[config.mk]
export PLATFORM = sky130hd
export DESIGN_NAME = bmsl_cfg
export DESIGN_NICKNAME = d
export VERILOG_FILES = /design/src/rtl/bmsl_pkg.sv /design/src/rtl/bmsl_cfg.sv
export SDC_FILE = /design/constraint.sdc
export NUM_CORES = 1
export LEC_CHECK = 0
export ABC_AREA = 1
export BUFFER_PORTS_ARGS = -buffer_cell sky130_fd_sc_hd__buf_2
export CORE_MARGIN = 5
export CORE_UTILIZATION = 51
export DETAILED_ROUTE_END_ITERATION = 6
export PLACE_DENSITY_LB_ADDON = 0.12
export SYNTH_ARGS = -nofsm -noshare
export SYNTH_HDL_FRONTEND = slang
export SYNTH_SLANG_ARGS = --single-unit
[constraint.sdc]
create_clock -name clk -period 1.23 [get_ports clk]
set_clock_uncertainty 0.2 [all_clocks]
set_input_delay 0.1845 -clock clk [delete_from_list [all_inputs] [get_ports clk]]
set_output_delay 0.1845 -clock clk [all_outputs]
set_load 0.02 [all_outputs]
[src/rtl/bmsl_pkg.sv]
// Shared types and constants for the motor speed loop: register indexes,
// configuration bundle, result word and field widths. No dependencies.
`default_nettype none

package bmsl_pkg;

  // Field widths fixed by the register map and the sample format.
  localparam int SPEED_W  = 16;
  localparam int ERR_W    = SPEED_W + 1;
  localparam int GAIN_W   = 16;
  localparam int THR_W    = 10;
  localparam int DUTY_W   = 14;
  localparam int SDUTY_W  = DUTY_W + 1;
  localparam int CFG_IDX_W  = 3;
  localparam int CFG_DATA_W = 16;

  // Reset values of the configuration registers.
  localparam logic [GAIN_W-1:0] GAIN_RST      = '0;
  localparam logic [THR_W-1:0]  BANG_THR_RST  = THR_W'(20);
  localparam logic [DUTY_W-1:0] BANG_DUTY_RST = DUTY_W'(950);
  localparam logic [DUTY_W-1:0] FAST_LIM_RST  = DUTY_W'(950);
  localparam logic [DUTY_W-1:0] SLOW_LIM_RST  = DUTY_W'(400);
  localparam logic [THR_W-1:0]  SPLIT_RST     = THR_W'(20);

  // Register indexes of the configuration port.
  typedef enum logic [CFG_IDX_W-1:0] {
    REG_GAIN_PROP   = 3'd0,
    REG_GAIN_INTEG  = 3'd1,
    REG_GAIN_DERIV  = 3'd2,
    REG_BANG_THR    = 3'd3,
    REG_BANG_DUTY   = 3'd4,
    REG_FAST_LIMIT  = 3'd5,
    REG_SLOW_LIMIT  = 3'd6,
    REG_SPEED_SPLIT = 3'd7
  } reg_idx_t;

  // Current configuration as seen by the datapath.
  typedef struct packed {
    logic [GAIN_W-1:0] gain_prop;
    logic [GAIN_W-1:0] gain_integ;
    logic [GAIN_W-1:0] gain_deriv;
    logic [THR_W-1:0]  bang_threshold;
    logic [DUTY_W-1:0] bang_duty;
    logic [DUTY_W-1:0] fast_limit;
    logic [DUTY_W-1:0] slow_limit;
    logic [THR_W-1:0]  speed_split;
  } cfg_t;

  // One result word.
  typedef struct packed {
    logic signed [SDUTY_W-1:0] signed_duty;
    logic [DUTY_W-1:0]         duty_forward;
    logic [DUTY_W-1:0]         duty_reverse;
    logic                      bang_mode;
  } result_t;

endpackage

`default_nettype wire

[src/rtl/bmsl_cfg.sv]
// Configuration register file of the motor speed loop.
// Depends on bmsl_pkg for the register indexes and the cfg_t bundle.
`default_nettype none

module bmsl_cfg
  import bmsl_pkg::*;
(
  input  wire logic                  clk,
  input  wire logic                  rst_n,
  input  wire logic                  cfg_wr_en,
  input  wire logic [CFG_IDX_W-1:0]  cfg_index,
  input  wire logic [CFG_DATA_W-1:0] cfg_wdata,
  output cfg_t                       cfg
);

  cfg_t cfg_r;

  // Register writes, each field truncated to its own width.
  always_ff @(posedge clk) begin
    if (!rst_n) begin
      cfg_r.gain_prop      <= GAIN_RST;
      cfg_r.gain_integ     <= GAIN_RST;
      cfg_r.gain_deriv     <= GAIN_RST;
      cfg_r.bang_threshold <= BANG_THR_RST;
      cfg_r.bang_duty      <= BANG_DUTY_RST;
      cfg_r.fast_limit     <= FAST_LIM_RST;
      cfg_r.slow_limit     <= SLOW_LIM_RST;
      cfg_r.speed_split    <= SPLIT_RST;
    end else if (cfg_wr_en) begin
      unique case (reg_idx_t'(cfg_index))
        REG_GAIN_PROP:   cfg_r.gain_prop      <= cfg_wdata[GAIN_W-1:0];
        REG_GAIN_INTEG:  cfg_r.gain_integ     <= cfg_wdata[GAIN_W-1:0];
        REG_GAIN_DERIV:  cfg_r.gain_deriv     <= cfg_wdata[GAIN_W-1:0];
        REG_BANG_THR:    cfg_r.bang_threshold <= cfg_wdata[THR_W-1:0];
        REG_BANG_DUTY:   cfg_r.bang_duty      <= cfg_wdata[DUTY_W-1:0];
        REG_FAST_LIMIT:  cfg_r.fast_limit     <= cfg_wdata[DUTY_W-1:0];
        REG_SLOW_LIMIT:  cfg_r.slow_limit     <= cfg_wdata[DUTY_W-1:0];
        REG_SPEED_SPLIT: cfg_r.speed_split    <= cfg_wdata[THR_W-1:0];
        default: ;
      endcase
    end
  end

  assign cfg = cfg_r;

endmodule

`default_nettype wire

==> results of run 1 <==
==> layout by cell type, fill, tap and decap left out <==
cell	synthesis	layout
inv_6	0	1
nor2_4	5	7
nand3_1	102	101
dlygate4sd3_1	0	9
clkbuf_1	4	1
bufinv_16	0	1
nor2_2	5	4
clkinv_1	1	1
buf_12	0	14
dfxtp_2	0	110
inv_1	19	13
nand2_2	3	4
nand2_1	146	145
inv_2	3	8
buf_2	12	19
clkinv_2	0	2
inv_4	0	1
nand3_2	0	1
buf_6	1	112
buf_4	8	31
clkbuf_8	0	10
clkinv_4	0	1
nor2_1	180	179
==> cell type report <==
cell class	count	share of cell area [%]
multi-input combinational	441	28.3
tap	105	2.00
sequential	110	35.6
timing repair buffer	185	29.8
clock buffer	11	2.15
clock inverter	5	0.875
inverter	23	1.35
==> power breakdown <==
part | switching, mW | leakage [nW] | internal [mW] | total [mW]
Clock | 1.18 | 0.104 | 1.00 | 2.18
Sequential | 0.0980 | 0.927 | 3.71 | 3.81
Combinational | 0.688 | 1.99 | 0.545 | 1.23
Total | 1.97 | 3.02 | 5.26 | 7.22
==> timing repair <==
action | in CTS | in global routing
gates cloned | 0 | 0
endpoints found under the setup margin | 110 | 126
hold endpoints to repair | 35 | 9
resized for setup | 323 | 20
buffers inserted | 4 | 6
pin swaps | 0 | 0
==> kinds of logic (layout without fill, tap and decap cells) <==
kind of cell	count (synthesis)	count (layout)	share of synthesized area, %
simple gates	441	441	42.7
flops	110	110	51.1
buf+inv	56	224	6.10
==> final timing paths <==
kind         slack, ns                   end                  from
min              -0.05  cfg[70]$_SDFFE_PN0P_                 rst_n
min reg2reg       0.27  cfg[32]$_SDFFE_PN1P_  cfg[32]$_SDFFE_PN1P_
max              -0.01               cfg[55]  cfg[55]$_SDFFE_PN0P_
max reg2reg       0.28  cfg[62]$_SDFFE_PN0P_  cfg[62]$_SDFFE_PN0P_
==> metal layers <==
layer / global-route usage (%) / vias up / wire length (um)
met3: 5.05 / 33 / 1080
met1: 31.2 / 2083 / 5300
met2: 46.4 / 197 / 7130
li1: - / 2218 / -
met4: 11.7 / 0 / 380
met5: 0 / - / 0
==> results.cfg, run 1 <==
[floorplanning]
core_sq_mm = 0.00822
die_x_um = 102
initial_core_util_pct = 52.4
dieArea_sq_mm = 0.0104
die_height_um = 102
io_pins = 132
rows = 33

[drt]
dr_total_vias = 4531
drtIter0Drc = 233
viasPerCell = 5.15
drc = 0
wl_per_cell_um = 15.8
drt_pre_antenna_iters = 7
wl_mm = 13.9
drtAntennaViolNets = 0

[cells_and_area]
design_area_sq_mm = 0.00658
multiInputGateArea_sq_mm = 0.00186
nets = 792
drive_above_1_share_pct = 42.1
syn2layout_area_growth_pct = 52.8
regArea_sq_mm = 0.00234
utilization_pct = 80.1
fin_cells = 880
nFillCells = 577
antenna_cells = 0
largest_reg_flops = 110

[place]
pre_cts_ws_ns = -0.210
place_hpwl_mm = 8.92
gp_congestion = 0.786
portBuffers = 131
dpl_cell_area_sq_mm = 0.00536
place_inst = 845

[timing]
fmax_ghz = 0.805
finalCritPeriodShare_pct = 101
rsz0062_at_grt = yes
slew_headroom_pct = 74.0
fin_ws_ns = -0.0124
hold_slack_ns = -0.0547
tightest_slew_ns = 0.389
hold_violations = 9
setup_viol = 4
fin_crit_ns = 1.24
finalSetupTns_ns = -0.0260
slew_violations = 0

[global_route]
grt_pass1_vias = 4387
grt_usage_pct = 26.3
grt_max_degree = 46
grt_pass1_wl_mm = 21.2
overflow = 0
grt_antenna_before_repair = 0

[critical_path]
cpMaxStageDelayCell = dfxtp_2
cp_max_fo = 2
crit_chain = buf_6
worst_setup_path_end_kind = output pin
reg2reg_depth = 3
cp.required_ns = 0.85
worst-setup-path-type = register to output pin
crit_buf_inv = 1
crit_cells = 1
cp.arrival_ns = 0.86
worstSetupStartpointType = register
cp_top_family = flip-flops
cpPeakStageDelay_ns = 0.37

[clock_tree]
cts_buffers = 9
clkSinkCount = 110
cts.path.max_buffers = 2
clock_latency_ns = 0.36
h-tree-depth = 3
holdBufCountCts = 10
cts_tree = built
cts_root_buf = clkbuf_8
clkTransAtPathRegs_ns = 0.10

[run]
maxCapViolations = 0

[logic_synthesis]
synth_edf_count = 0
syn_area_sq_mm = 0.00431
yosys_most_used_dff = dfxtp_1
synth_area_per_cell_sq_um = 7.09
ys_seq_area_share_pct = 51.1
synthArstFlopShare_pct = 0
synthMostInstantiatedCell = nor2_1
synth_top_area_share_pct = 51.1
synth_top_cells_by_count = 180 x nor2_1, 146 x nand2_1, 110 x dfxtp_1
syn_nets = 629
synthCells = 607
synthTopCellsByArea = dfxtp_1 51%, nor2_1 16%, nand2_1 13%
ys_seq_elements = 110
synth_warnings = 0
synth_cell_type_count = 15
yosysTopAreaCell = dfxtp_1

[hold_path]
hold_depth = 3
min_path_type = input pin to register

[outcome]
violations = hold timing, setup timing
status = finished with violations

[power_and_ir_drop]
vdd_drop_max_mv = 0.710
finalPower_mw = 7.22
p_leak_nw = 3.02
power.density_mw_per_mm2 = 1100
No activity file was read; power rests on OpenSTA's default activity.
==> run 2: changes to the inputs <==
Settings changed: CORE_UTILIZATION 51 to 52, RECOVER_POWER from default to 25.
Clock period 1.23 ns to 1.55 ns, I/O delays scaled along.
==> results.cfg, run 2 (same netlist as run 1, synthesis figures left out) <==
[power_and_ir_drop]
power.density_mw_per_mm2 = 997
vdd_drop_max_mv = 0.714
p_leak_nw = 2.64

[timing]
finalSetupTns_ns = 0
fin_crit_ns = 1.40
finalCritPeriodShare_pct = 90.1
setup_viol = 0
tightest_slew_ns = 0.691
hold_violations = 0
rsz0062_at_grt = no
fmax_ghz = 0.716
slew_violations = 0
slew_headroom_pct = 53.9

[drt]
drc = 0
drtAntennaViolNets = 0
viasPerCell = 4.96
drtIter0Drc = 251
dr_total_vias = 4209
drt_pre_antenna_iters = 5
wl_mm = 12.3
wl_per_cell_um = 14.5

[cells_and_area]
mostFrequentLayoutCells = 184 x nor2_1, 148 x nand2_1, 130 x buf_2, 110 x dfxtp_1, 102 x nand3_1
fin_cells = 848
syn2layout_area_growth_pct = 23.0
nets = 760
largest_reg_flops = 110
final_common_cell = nor2_1
antenna_cells = 0
drive_above_1_share_pct = 22.2

[global_route]
grt_pass1_vias = 3863
overflow = 0
grt_max_degree = 58
grt_pass1_wl_mm = 19.3
grt_usage_pct = 24.0
grt_antenna_before_repair = 0

[place]
place_hpwl_mm = 8.42
portBuffers = 131
place_inst = 826
gp_congestion = 0.795

[critical_path]
worst-setup-path-type = input pin to register
regToRegEndpoint = cfg[107]$_SDFFE_PN0P_
worstSetupStartpointType = input pin
r2r-start = cfg[107]$_SDFFE_PN0P_
cp.required_ns = 1.62
cp_max_fo = 6
rrSetupSlack_ns = 0.74
cp.arrival_ns = 1.46
reg2reg_depth = 2
worst_setup_path_end_kind = register
crit_start = cfg_wdata[5]

[hold_path]
min_path_type = input pin to register
hold_depth = 3
worstHoldStart = cfg_wdata[4]
hold_end = cfg[14]$_SDFFE_PN1P_

[clock_tree]
cts_buffers = 9
clkTransAtPathRegs_ns = 0.11
postCtsSetupBuffers = 0
cts_root_buf = clkbuf_8
clock_latency_ns = 0.36
holdBufCountCts = 6
cts-resized-gates = 0
cts_tree = built
h-tree-depth = 3
clkSinkCount = 110
cts.path.max_buffers = 2

[floorplanning]
die_height_um = 101
core_sq_mm = 0.00813
rows = 33
initial_core_util_pct = 52.9
io_pins = 132
die_x_um = 101
dieArea_sq_mm = 0.0102

[run]
maxCapViolations = 0

[outcome]
status = complete, no violations
run 2: cell types whose count changed in the layout (fill, tap and decap cells not counted), sizes merged:
cell          before  now
dlymetal6s2s       0    1
buf              176  141
bufinv             1    0
clkbuf            11   16
dlygate4sd3        9    6
clkinvlp           0    3
clkinv             4    3
inv               23   22
run 2: final cells by class:
| cell class | count | area (sq um) |
|---|---|---|
| Clock buffer | 11 | 131 |
| Clock inverter | 5 | 36.3 |
| Tap cell | 105 | 131 |
| Inverter | 23 | 86.3 |
| Fill cell | 748 | 2840 |
| Sequential cell | 110 | 2200 |
| Timing Repair Buffer | 153 | 888 |
| Multi-Input combinational cell | 441 | 1820 |
run 2: power breakdown:
part           internal (mW)  switching (mW)
Clock                  0.588           0.969
Combinational          0.242           0.505
Sequential              2.92          0.0525
Total                   3.75            1.53
run 2: how the worst max path moves through the flow:
| stage | cells after the start | endpoint |
|---|---|---|
| floorplan | 7 | cfg[62]$_SDFFE_PN0P_ |
| global placement | 6 | cfg[69]$_SDFFE_PN0P_ |
| detailed placement | 6 | cfg[77]$_SDFFE_PN0P_ |
| CTS | 1 | cfg[66] |
| global route | 7 | cfg[44]$_SDFFE_PN0P_ |
| finish | 6 | cfg[99]$_SDFFE_PN0P_ |
run 2: layer usage:
metal	part of all wire [%]	global-route usage [%]	vias up	wire, um
met2	48	40.4	144	5890
met3	8.4	5.54	12	1040
met5	0	0	-	0
li1	-	-	2140	-
met4	1.2	6.24	0	151
met1	43	31.1	1913	5250
run 2: worst max-delay path, cell delays in order:
cell and delay, ns:
dlygate4sd3_1 0.55, buf_2 0.15, inv_1 0.29, nand3_1 0.12
nand2_1 0.08, nor2_1 0.04
run 2: stage by stage:
stage               area (sq um)  power, mW  setup slack (ns)  utilization (%)  hold slack [ns]
floorplan                   4310       3.51             0.328                -            0.146
global placement            5150       3.78            0.0887             63.3            0.235
detailed placement          5150       3.79            0.0239             63.3            0.241
CTS                         5370       5.31             0.187             66.1           0.0220
global route                5300       5.52            0.0644             65.1           0.0355
finish                      5300       5.28             0.154             65.1           0.0251
